`src/cdq_pkg.sv`:
```
`default_nettype none

package cdq_pkg;

    localparam int DEPTH  = 16;
    localparam int DATA_W = 32;
    localparam int PTR_W  = $clog2(DEPTH);
    localparam int CNT_W  = $clog2(DEPTH + 1);
    localparam int MODE_W = 3;
    localparam int SLOT_W = 4;
    localparam int STAT_W = 2;

    typedef logic [PTR_W-1:0]  t_ptr;
    typedef logic [CNT_W-1:0]  t_cnt;
    typedef logic [DATA_W-1:0] t_data;
    typedef logic [SLOT_W-1:0] t_slot;
    typedef logic [MODE_W-1:0] t_mode_code;
    typedef logic [STAT_W-1:0] t_stat_code;

    localparam t_mode_code MODE_PUSH_TAIL = MODE_W'(0);
    localparam t_mode_code MODE_PUSH_HEAD = MODE_W'(1);
    localparam t_mode_code MODE_POP_HEAD  = MODE_W'(2);
    localparam t_mode_code MODE_SWAP      = MODE_W'(3);
    localparam t_mode_code MODE_DELETE    = MODE_W'(4);

    localparam t_stat_code STAT_OK     = STAT_W'(0);
    localparam t_stat_code STAT_FULL   = STAT_W'(1);
    localparam t_stat_code STAT_EMPTY  = STAT_W'(2);
    localparam t_stat_code STAT_NOSLOT = STAT_W'(3);

    typedef enum logic [2:0] {
        S_IDLE,
        S_DECODE,
        S_SWAP_RB,
        S_SWAP_WA,
        S_SWAP_WB,
        S_DEL_MOVE,
        S_DONE
    } t_state;

    typedef enum logic [2:0] {
        RD_HEAD,
        RD_SA,
        RD_SB,
        RD_NEXT_J,
        RD_NEXT_NJ
    } t_rd_src;

    typedef enum logic [1:0] {
        WR_PUSH,
        WR_SA_RDATA,
        WR_SB_HOLD,
        WR_J_RDATA
    } t_wr_src;

    typedef struct packed {
        logic    load_op;
        logic    decode;
        logic    do_push;
        logic    do_pop;
        logic    rd_en;
        t_rd_src rd_src;
        logic    hold_rd;
        logic    wr_en;
        t_wr_src wr_src;
        logic    del_step;
        logic    del_finish;
        logic    load_out;
    } t_dp_cmd;

    typedef struct packed {
        t_mode_code mode;
        logic       err;
        logic       j_at_tail;
        logic       nj_at_tail;
        logic       out_free;
    } t_dp_stat;

    function automatic t_ptr ring_next(input t_ptr p);
        return (p == t_ptr'(DEPTH - 1)) ? '0 : p + t_ptr'(1);
    endfunction

    function automatic t_ptr ring_prev(input t_ptr p);
        return (p == '0) ? t_ptr'(DEPTH - 1) : p - t_ptr'(1);
    endfunction

    function automatic t_cnt held_count(input logic empty, input t_ptr head, input t_ptr tail);
        t_cnt h;
        t_cnt t;
        h = t_cnt'(head);
        t = t_cnt'(tail);
        if (empty) begin
            return '0;
        end
        if (t >= h) begin
            return t - h + t_cnt'(1);
        end
        return t + t_cnt'(DEPTH) - h + t_cnt'(1);
    endfunction

    function automatic logic is_live(input t_slot s, input logic empty,
                                     input t_ptr head, input t_ptr tail);
        t_cnt se;
        t_cnt h;
        t_cnt off;
        se = t_cnt'(s);
        h  = t_cnt'(head);
        if (empty || se >= t_cnt'(DEPTH)) begin
            return 1'b0;
        end
        off = (se >= h) ? se - h : se + t_cnt'(DEPTH) - h;
        return off < held_count(empty, head, tail);
    endfunction

endpackage

`default_nettype wire

```
`src/cdq_if.sv`:
```
`default_nettype none

interface cdq_in_if import cdq_pkg::*; ();
    logic       valid;
    logic       ready;
    t_mode_code mode;
    t_data      data_in;
    t_slot      slot_a;
    t_slot      slot_b;

    modport source (output valid, mode, data_in, slot_a, slot_b, input ready);
    modport sink   (input valid, mode, data_in, slot_a, slot_b, output ready);
endinterface

interface cdq_out_if import cdq_pkg::*; ();
    logic       valid;
    logic       ready;
    t_data      data_out;
    t_stat_code status;
    logic       now_empty;
    logic       now_full;
    t_cnt       entry_count;

    modport source (output valid, data_out, status, now_empty, now_full, entry_count,
                    input ready);
    modport sink   (input valid, data_out, status, now_empty, now_full, entry_count,
                    output ready);
endinterface

`default_nettype wire

```
`src/cdq_ctrl.sv`:
```
`default_nettype none

module cdq_ctrl import cdq_pkg::*; (
    input  wire logic     i_clk,
    input  wire logic     i_rst_n,
    input  wire logic     i_in_valid,
    input  wire t_dp_stat i_stat,
    output logic          o_in_ready,
    output t_dp_cmd       o_cmd
);

    t_state r_state;
    t_state n_state;

    always_ff @(posedge i_clk) begin
        if (!i_rst_n) begin
            r_state <= S_IDLE;
        end else begin
            r_state <= n_state;
        end
    end

    always_comb begin
        n_state    = r_state;
        o_in_ready = 1'b0;
        o_cmd      = '0;
        unique case (r_state)
            S_IDLE: begin
                o_in_ready = 1'b1;
                if (i_in_valid) begin
                    o_cmd.load_op = 1'b1;
                    n_state       = S_DECODE;
                end
            end
            S_DECODE: begin
                o_cmd.decode = 1'b1;
                n_state      = S_DONE;
                if (!i_stat.err) begin
                    unique case (i_stat.mode)
                        MODE_PUSH_TAIL, MODE_PUSH_HEAD: begin
                            o_cmd.do_push = 1'b1;
                        end
                        MODE_POP_HEAD: begin
                            o_cmd.rd_en  = 1'b1;
                            o_cmd.rd_src = RD_HEAD;
                            o_cmd.do_pop = 1'b1;
                        end
                        MODE_SWAP: begin
                            o_cmd.rd_en  = 1'b1;
                            o_cmd.rd_src = RD_SA;
                            n_state      = S_SWAP_RB;
                        end
                        MODE_DELETE: begin
                            // slot is already the tail: nothing to shift
                            if (i_stat.j_at_tail) begin
                                o_cmd.del_finish = 1'b1;
                            end else begin
                                o_cmd.rd_en  = 1'b1;
                                o_cmd.rd_src = RD_NEXT_J;
                                n_state      = S_DEL_MOVE;
                            end
                        end
                        default: begin
                            n_state = S_DONE;
                        end
                    endcase
                end
            end
            S_SWAP_RB: begin
                o_cmd.rd_en   = 1'b1;
                o_cmd.rd_src  = RD_SB;
                o_cmd.hold_rd = 1'b1;
                n_state       = S_SWAP_WA;
            end
            S_SWAP_WA: begin
                o_cmd.wr_en  = 1'b1;
                o_cmd.wr_src = WR_SA_RDATA;
                n_state      = S_SWAP_WB;
            end
            S_SWAP_WB: begin
                o_cmd.wr_en  = 1'b1;
                o_cmd.wr_src = WR_SB_HOLD;
                n_state      = S_DONE;
            end
            S_DEL_MOVE: begin
                // write the word fetched last cycle, fetch the one after it
                o_cmd.wr_en    = 1'b1;
                o_cmd.wr_src   = WR_J_RDATA;
                o_cmd.del_step = 1'b1;
                if (i_stat.nj_at_tail) begin
                    o_cmd.del_finish = 1'b1;
                    n_state          = S_DONE;
                end else begin
                    o_cmd.rd_en  = 1'b1;
                    o_cmd.rd_src = RD_NEXT_NJ;
                end
            end
            S_DONE: begin
                // hold until the result register is free
                if (i_stat.out_free) begin
                    o_cmd.load_out = 1'b1;
                    n_state        = S_IDLE;
                end
            end
            default: begin
                n_state = S_IDLE;
            end
        endcase
    end

endmodule

`default_nettype wire

```
`src/cdq_dp.sv`:
```
`default_nettype none

module cdq_dp import cdq_pkg::*; (
    input  wire logic       i_clk,
    input  wire logic       i_rst_n,
    input  wire t_dp_cmd    i_cmd,
    output t_dp_stat        o_stat,
    input  wire t_mode_code i_mode,
    input  wire t_data      i_data_in,
    input  wire t_slot      i_slot_a,
    input  wire t_slot      i_slot_b,
    input  wire logic       i_out_ready,
    output logic            o_out_valid,
    output t_data           o_data_out,
    output t_stat_code      o_status,
    output logic            o_now_empty,
    output logic            o_now_full,
    output t_cnt            o_entry_count
);

    t_data      r_mem [DEPTH];

    t_mode_code r_mode;
    t_data      r_data;
    t_slot      r_sa;
    t_slot      r_sb;
    t_ptr       r_j;
    t_ptr       r_head;
    t_ptr       r_tail;
    logic       r_empty;
    t_data      r_rdata;
    t_data      r_hold;
    t_stat_code r_status;
    logic       r_pop_ok;

    logic       r_out_valid;
    t_data      r_out_data;
    t_stat_code r_out_status;
    logic       r_out_empty;
    logic       r_out_full;
    t_cnt       r_out_cnt;

    t_cnt       cnt;
    t_stat_code st;
    t_ptr       push_addr;
    t_ptr       rd_addr;
    t_ptr       wr_addr;
    t_data      wr_data;

    assign cnt = held_count(r_empty, r_head, r_tail);

    always_comb begin
        case (r_mode) inside
            MODE_PUSH_TAIL, MODE_PUSH_HEAD: begin
                st = (cnt >= t_cnt'(DEPTH)) ? STAT_FULL : STAT_OK;
            end
            MODE_POP_HEAD: begin
                st = r_empty ? STAT_EMPTY : STAT_OK;
            end
            MODE_SWAP: begin
                if (r_empty) begin
                    st = STAT_EMPTY;
                end else if (!is_live(r_sa, r_empty, r_head, r_tail) ||
                             !is_live(r_sb, r_empty, r_head, r_tail)) begin
                    st = STAT_NOSLOT;
                end else begin
                    st = STAT_OK;
                end
            end
            MODE_DELETE: begin
                if (r_empty) begin
                    st = STAT_EMPTY;
                end else if (!is_live(r_sa, r_empty, r_head, r_tail)) begin
                    st = STAT_NOSLOT;
                end else begin
                    st = STAT_OK;
                end
            end
            default: begin
                st = STAT_OK;
            end
        endcase
    end

    assign o_stat.mode       = r_mode;
    assign o_stat.err        = (st != STAT_OK);
    assign o_stat.j_at_tail  = (r_j == r_tail);
    assign o_stat.nj_at_tail = (ring_next(r_j) == r_tail);
    assign o_stat.out_free   = !r_out_valid || i_out_ready;

    always_comb begin
        if (r_empty) begin
            push_addr = '0;
        end else if (r_mode == MODE_PUSH_TAIL) begin
            push_addr = ring_next(r_tail);
        end else begin
            push_addr = ring_prev(r_head);
        end
    end

    always_comb begin
        case (i_cmd.rd_src)
            RD_HEAD:    rd_addr = r_head;
            RD_SA:      rd_addr = t_ptr'(r_sa);
            RD_SB:      rd_addr = t_ptr'(r_sb);
            RD_NEXT_J:  rd_addr = ring_next(r_j);
            RD_NEXT_NJ: rd_addr = ring_next(ring_next(r_j));
            default:    rd_addr = r_head;
        endcase
    end

    always_comb begin
        case (i_cmd.wr_src)
            WR_PUSH: begin
                wr_addr = push_addr;
                wr_data = r_data;
            end
            WR_SA_RDATA: begin
                wr_addr = t_ptr'(r_sa);
                wr_data = r_rdata;
            end
            WR_SB_HOLD: begin
                wr_addr = t_ptr'(r_sb);
                wr_data = r_hold;
            end
            default: begin
                wr_addr = r_j;
                wr_data = r_rdata;
            end
        endcase
    end

    // slot memory: one write port, one registered read port
    always_ff @(posedge i_clk) begin
        if (i_cmd.wr_en || i_cmd.do_push) begin
            r_mem[i_cmd.do_push ? push_addr : wr_addr] <= i_cmd.do_push ? r_data : wr_data;
        end
    end

    always_ff @(posedge i_clk) begin
        if (i_cmd.rd_en) begin
            r_rdata <= r_mem[rd_addr];
        end
    end

    always_ff @(posedge i_clk) begin
        if (i_cmd.load_op) begin
            r_mode <= i_mode;
            r_data <= i_data_in;
            r_sa   <= i_slot_a;
            r_sb   <= i_slot_b;
        end
        if (i_cmd.load_op) begin
            r_j <= t_ptr'(i_slot_a);
        end else if (i_cmd.del_step) begin
            r_j <= ring_next(r_j);
        end
        if (i_cmd.hold_rd) begin
            r_hold <= r_rdata;
        end
        if (i_cmd.decode) begin
            r_status <= st;
            r_pop_ok <= (r_mode == MODE_POP_HEAD) && (st == STAT_OK);
        end
    end

    always_ff @(posedge i_clk) begin
        if (!i_rst_n) begin
            r_head  <= '0;
            r_tail  <= '0;
            r_empty <= 1'b1;
        end else if (i_cmd.do_push) begin
            if (r_empty) begin
                r_head  <= '0;
                r_tail  <= '0;
                r_empty <= 1'b0;
            end else if (r_mode == MODE_PUSH_TAIL) begin
                r_tail <= ring_next(r_tail);
            end else begin
                r_head <= ring_prev(r_head);
            end
        end else if (i_cmd.do_pop || i_cmd.del_finish) begin
            // last entry gone: drop back to the reset position
            if (r_head == r_tail) begin
                r_head  <= '0;
                r_tail  <= '0;
                r_empty <= 1'b1;
            end else if (i_cmd.do_pop) begin
                r_head <= ring_next(r_head);
            end else begin
                r_tail <= ring_prev(r_tail);
            end
        end
    end

    always_ff @(posedge i_clk) begin
        if (!i_rst_n) begin
            r_out_valid <= 1'b0;
        end else if (i_cmd.load_out) begin
            r_out_valid <= 1'b1;
        end else if (i_out_ready) begin
            r_out_valid <= 1'b0;
        end
    end

    always_ff @(posedge i_clk) begin
        if (i_cmd.load_out) begin
            r_out_data   <= r_pop_ok ? r_rdata : '0;
            r_out_status <= r_status;
            r_out_empty  <= r_empty;
            r_out_full   <= (cnt == t_cnt'(DEPTH));
            r_out_cnt    <= cnt;
        end
    end

    assign o_out_valid   = r_out_valid;
    assign o_data_out    = r_out_data;
    assign o_status      = r_out_status;
    assign o_now_empty   = r_out_empty;
    assign o_now_full    = r_out_full;
    assign o_entry_count = r_out_cnt;

endmodule

`default_nettype wire

```
`src/circular_deque_with_slot_delete_core.sv`:
```
// Circular deque of 16 words with push at either end, pop at the head,
// slot swap and slot delete.
// Channels: i_in carries one operation per beat (mode, data_in, slot_a,
// slot_b); o_out returns exactly one result beat per operation (data_out,
// status, now_empty, now_full, entry_count). A beat moves when valid and
// ready are both high.
// Timing: one operation at a time. An accepted beat is decoded in the next
// cycle; push, pop, rejected and unknown operations then go straight to the
// output register, loaded once it is free. Swap does two reads and two
// writes through the one read port and one write port of the slot memory.
// Delete moves each entry after the deleted slot, up to and including the
// tail, down one slot, one slot move per cycle, then the tail steps back.
// Reset (synchronous, active low) empties the deque and clears the output
// valid flag; slot contents are not cleared.
// Stall: while o_out is stalled the result is held, the next beat is still
// accepted and worked on, and its result waits until the register is free.
`default_nettype none

module circular_deque_with_slot_delete_core import cdq_pkg::*; (
    input  wire logic  i_clk,
    input  wire logic  i_rst_n,
    cdq_in_if.sink     i_in,
    cdq_out_if.source  o_out
);

    t_dp_cmd  cmd;
    t_dp_stat stat;
    logic     in_ready;

    cdq_ctrl u_ctrl (
        .i_clk      (i_clk),
        .i_rst_n    (i_rst_n),
        .i_in_valid (i_in.valid),
        .i_stat     (stat),
        .o_in_ready (in_ready),
        .o_cmd      (cmd)
    );

    cdq_dp u_dp (
        .i_clk         (i_clk),
        .i_rst_n       (i_rst_n),
        .i_cmd         (cmd),
        .o_stat        (stat),
        .i_mode        (i_in.mode),
        .i_data_in     (i_in.data_in),
        .i_slot_a      (i_in.slot_a),
        .i_slot_b      (i_in.slot_b),
        .i_out_ready   (o_out.ready),
        .o_out_valid   (o_out.valid),
        .o_data_out    (o_out.data_out),
        .o_status      (o_out.status),
        .o_now_empty   (o_out.now_empty),
        .o_now_full    (o_out.now_full),
        .o_entry_count (o_out.entry_count)
    );

    assign i_in.ready = in_ready;

endmodule

`default_nettype wire

```
`src/flat_wrapper.sv`:
```
// flat-port wrapper written by rule: the top's interface ports become plain ports
module circular_deque_with_slot_delete_core_flat import cdq_pkg::*;
  (i_clk, i_rst_n, i_in_valid, i_in_mode, i_in_data_in, i_in_slot_a, i_in_slot_b, i_in_ready, o_out_valid, o_out_data_out, o_out_status, o_out_now_empty, o_out_now_full, o_out_entry_count, o_out_ready);
  cdq_in_if i_in_i ();
  cdq_out_if o_out_i ();
  input  wire logic i_clk;
  input  wire logic i_rst_n;
  input wire logic [$bits(i_in_i.valid)-1:0] i_in_valid;
  input wire logic [$bits(i_in_i.mode)-1:0] i_in_mode;
  input wire logic [$bits(i_in_i.data_in)-1:0] i_in_data_in;
  input wire logic [$bits(i_in_i.slot_a)-1:0] i_in_slot_a;
  input wire logic [$bits(i_in_i.slot_b)-1:0] i_in_slot_b;
  output wire logic [$bits(i_in_i.ready)-1:0] i_in_ready;
  output wire logic [$bits(o_out_i.valid)-1:0] o_out_valid;
  output wire logic [$bits(o_out_i.data_out)-1:0] o_out_data_out;
  output wire logic [$bits(o_out_i.status)-1:0] o_out_status;
  output wire logic [$bits(o_out_i.now_empty)-1:0] o_out_now_empty;
  output wire logic [$bits(o_out_i.now_full)-1:0] o_out_now_full;
  output wire logic [$bits(o_out_i.entry_count)-1:0] o_out_entry_count;
  input wire logic [$bits(o_out_i.ready)-1:0] o_out_ready;
  assign i_in_i.valid = i_in_valid;
  assign i_in_i.mode = i_in_mode;
  assign i_in_i.data_in = i_in_data_in;
  assign i_in_i.slot_a = i_in_slot_a;
  assign i_in_i.slot_b = i_in_slot_b;
  assign i_in_ready = i_in_i.ready;
  assign o_out_valid = o_out_i.valid;
  assign o_out_data_out = o_out_i.data_out;
  assign o_out_status = o_out_i.status;
  assign o_out_now_empty = o_out_i.now_empty;
  assign o_out_now_full = o_out_i.now_full;
  assign o_out_entry_count = o_out_i.entry_count;
  assign o_out_i.ready = o_out_ready;
  circular_deque_with_slot_delete_core u_core (.i_clk(i_clk), .i_rst_n(i_rst_n), .i_in(i_in_i), .o_out(o_out_i));
endmodule
```
`config.mk`:
```
export PLATFORM = sky130hd
export DESIGN_NAME = circular_deque_with_slot_delete_core_flat
export DESIGN_NICKNAME = d
export VERILOG_FILES = /design/src/cdq_pkg.sv /design/src/cdq_if.sv /design/src/cdq_ctrl.sv /design/src/cdq_dp.sv /design/src/circular_deque_with_slot_delete_core.sv /design/src/flat_wrapper.sv
export SDC_FILE = /design/constraint.sdc
export NUM_CORES = 1
export LEC_CHECK = 0
export BUFFER_PORTS_ARGS = -buffer_cell sky130_fd_sc_hd__buf_4
export CORE_MARGIN = 4
export CORE_UTILIZATION = 50
export DETAILED_ROUTE_END_ITERATION = 7
export GPL_ROUTABILITY_DRIVEN = 0
export PLACE_DENSITY = 0.75
export SYNTH_ARGS = -nofsm -noshare
export SYNTH_HDL_FRONTEND = slang
export SYNTH_SLANG_ARGS = --single-unit
```
`constraint.sdc`:
```
create_clock -name i_clk -period 4.3 [get_ports i_clk]
set_input_delay 0.215 -clock i_clk [delete_from_list [all_inputs] [get_ports i_clk]]
set_output_delay 0.215 -clock i_clk [all_outputs]
set_load 0.02 [all_outputs]
```
==> results.ini <==
[drt]
wirelength_um=72800
viasPerCell=5.92
maxUsedRoutingLayer=met4
drtIter0Drc=1981
wl_per_cell_um=25.5
vias=16900
drcViolationCount=0
met1_length_um=27600
dr.pass1.iters=6
ant_nets=0
met2_length_um=36300
wl_met3_um=5770

[timing]
fin_crit_ns=4.81
finalCritPeriodShare=1.12
max_freq_mhz=208
tightest_slew_ns=0.915
slew_violations=0
final_hold_viol_count=0
slew_headroom=0.386
setup_violations=32
finClkSkew_ns=0.0261
worst_slack_ns=-0.512
rsz0062_at_grt=yes

[die]
die-area_um2=59900
fp-row-count=86
die_w_um=245
ios=90
initial_core_util=0.506
core_area_um2=55300
die_y_um=245

[synth]
synth-simple-area-share=0.0545
synthesis.nets=1780
synth.most_common_cell=edfxtp_1
synth_common_cells=edfxtp_1 (667), mux2i_1 (198), nor2_1 (120)
synth_area_leaders=edfxtp_1 (72%), mux2i_1 (7.1%), mux4_2 (2.5%), nor2_1 (1.6%), nand2_1 (1.5%)
ys_seq_area_frac=0.724
yosysWarnings=0
synth_top_family_by_area=multiplexers
async_reset_ff_frac=0
synth.avg_cell_area_um2=16.5
synth_top_cell_by_area=edfxtp_1
synthCells=1699
synth_compound_area_frac=0.0670
synth_edf_count=667
synth_ff_type=edfxtp_1
synth_top_area_frac=0.715
ys_types=72
synth_xor_area_frac=0.00616
synthAdderAreaFrac=0.0163
ys_seq_elements=680
muxShareOfSynthArea=0.110
syn_area_um2=28000

[layout]
stdcell_area_um2=35800
register_area_um2=20300
synthToLayoutAreaGrowth_pct=27.7
drive_gt1_frac=0.330
multi_input_area_um2=8210
fillers=3612
nets=2138
diodes=0

[power_and_ir_drop]
power_leakage_nw=13.1
power_frac_comb=0.257
clock_power_share=0.303
switching_share=0.281
seqPwrFrac=0.440
switchingPower_mw=5.39
p_int_mw=13.8
powerDensity_nw_per_um2=536
vdd_ir_drop_max_v=0.000319

[place]
postPlaceCellArea_um2=31100
hpwl_um=38100
place_ws_ns=-0.481
numPortBuffers=89

[setup_path]
cp.arrival_ns=5.26
crit_path_frequent_cell=buf_12
path_class=reg2reg
critical-path-slowest-cell=fa_1
cp_max_fo=7
crit_buf_inv=8
path_cells=inv_6 > ha_4 > inv_2 > ha_4 > inv_2 > fa_1 > ha_1 > a21o_1 > a31oi_4 > o21ai_2 > a21o_1 > a211o_4 > buf_6 > buf_6 > or3_4 > a32oi_4 > buf_12 > nand3_4 > buf_12 > buf_12 > o22ai_2 > nor2_2 > o211ai_2
worst_ep_required_time_ns=4.74
crit_path_end_kind=register
critical-path-top-delay-family=compound AO/OA/AOI/OAI gates
critPathLaunchType=register
slowest_delay_ns=0.52

[clocking]
clkSinkCount=680
cts_buffers=68
cts_root_buf=clkbuf_16
htree_levels=3
clkTransAtPathRegs_ns=0.06
clkLatencyLatePin_ns=0.62
cts_tree=done
clock_path_buffers=3

[global_routing]
grt_pass1_wl_um=102000
overflow=0
grt_pass1_vias=16700
grt_use_total=0.226
grt_max_degree=66
grt_antenna_before_repair=1

[outcome]
violations=setup timing
status=finished, violations left

[hold_path]
hold_path_class=in2reg

[flow_run]
maxCapViolations=0

-- area by class of cell --
type,count,share of cell area
Inverter,23,0.00255
Clock inverter,40,0.00958
Tap cell,748,0.0262
Sequential cell,680,0.567
Timing Repair Buffer,371,0.114
Clock buffer,82,0.0508
Multi-Input combinational cell,913,0.229
-- worst register-to-register path: cells and delay by family, from the launching register on --
kind | cells | cell delay (ns)
AO/OA/AOI/OAI | 8 | 1.57
adder cells (fa/ha/maj) | 4 | 1.21
buffers and inverters | 8 | 0.94
AND/OR/NAND/NOR | 3 | 0.58
flip-flops | 1 | 0.37
-- per-stage QoR --
stage | hold slack, ns | power (mW) | util | cells | setup TNS, ns
detailed placement | 0.394 | 12.4 | 0.563 | 2624 | -13.04
global placement | 0.394 | 12.2 | 0.563 | 2624 | -8.61
floorplan | 0.314 | 10.9 | - | 1699 | -2.16
finish | 0.0470 | 19.2 | 0.647 | 2857 | -13.80
CTS | 0.0280 | 18.7 | 0.627 | 2828 | -9.88
global route | 0.0765 | 19.8 | 0.647 | 2857 | -19.52
-- layer usage --
layer / GRT usage / up-vias
li1: - / 7338
met5: 0 / -
met1: 0.292 / 8482
met2: 0.383 / 880
met3: 0.0376 / 220
met4: 0.0931 / 0
-- power groups by stage --
stage | clock network, mW | registers [mW] | logic, mW
global route | 6.16 | 8.46 | 5.21
detailed placement | 0 | 8.56 | 3.83
floorplan | 0 | 8.48 | 2.38
CTS | 5.85 | 8.43 | 4.41
finish | 5.82 | 8.43 | 4.93
global placement | 0 | 8.54 | 3.69
-- kinds of logic (layout without fill, tap and decap cells) --
family / count (synthesis) / count (layout)
compound gates: 268 / 268
xor+xnor: 18 / 18
fa+ha+maj: 34 / 34
buf+inv: 106 / 516
flops: 680 / 680
mux: 264 / 264
simple gates: 329 / 329
-- registers in the layout, indices dropped and copies added (netlist names), 2 cells and up --
| name | cells |
|---|---|
| u_core.u_dp.r_tail | 4 |
| u_core.u_dp.o_data_out | 32 |
| u_core.u_dp.r_j | 4 |
| u_core.u_dp.r_mode | 3 |
| u_core.u_dp.o_status | 2 |
| u_core.u_dp.r_rdata | 32 |
| u_core.u_dp.r_sb | 4 |
| u_core.u_dp.r_status | 2 |
| u_core.u_dp.r_sa | 4 |
| u_core.u_dp.r_head | 4 |
| u_core.u_ctrl.r_state | 3 |
| u_core.u_dp.r_mem | 512 |
| u_core.u_dp.r_hold | 32 |
| u_core.u_dp.r_data | 32 |
| u_core.u_dp.o_entry_count | 5 |
-- repair_timing --
action                                 CTS  global route
pin swaps                               48            71
resized for setup                       96           159
endpoints found under the hold margin   60             0
hold buffers                            44             0
gates cloned                            11            10
setup buffers                           27            24
setup endpoints to repair               32            40
-- layout by cell type, fill, tap and decap left out, types with 28 or more instances in the layout --
| cell type | netlist | layout |
|---|---|---|
| o22ai_1 | 65 | 36 |
| mux2i_1 | 198 | 167 |
| mux4_2 | 31 | 31 |
| buf_6 | 14 | 28 |
| nand2_1 | 113 | 93 |
| o21ai_0 | 47 | 39 |
| dlygate4sd3_1 | 0 | 44 |
| and2_1 | 34 | 34 |
| edfxtp_1 | 667 | 667 |
| nor2_1 | 120 | 89 |
| buf_12 | 0 | 49 |
| clkbuf_16 | 0 | 81 |
| buf_4 | 14 | 220 |
-- worst paths after layout --
kind,start,endpoint,slack (ns),cells after the start
setup reg to reg,u_core.u_dp.r_head[1],u_core.u_dp.r_rdata[27],-0.51,23
hold / removal,o_out_ready,u_core.u_dp.o_out_valid,0.05,3
setup / recovery,u_core.u_dp.r_head[1],u_core.u_dp.r_rdata[27],-0.51,23
hold reg to reg,u_core.u_dp.r_status[1],u_core.u_dp.o_status[1],0.42,0
No activity file was read; power rests on OpenSTA's default activity.
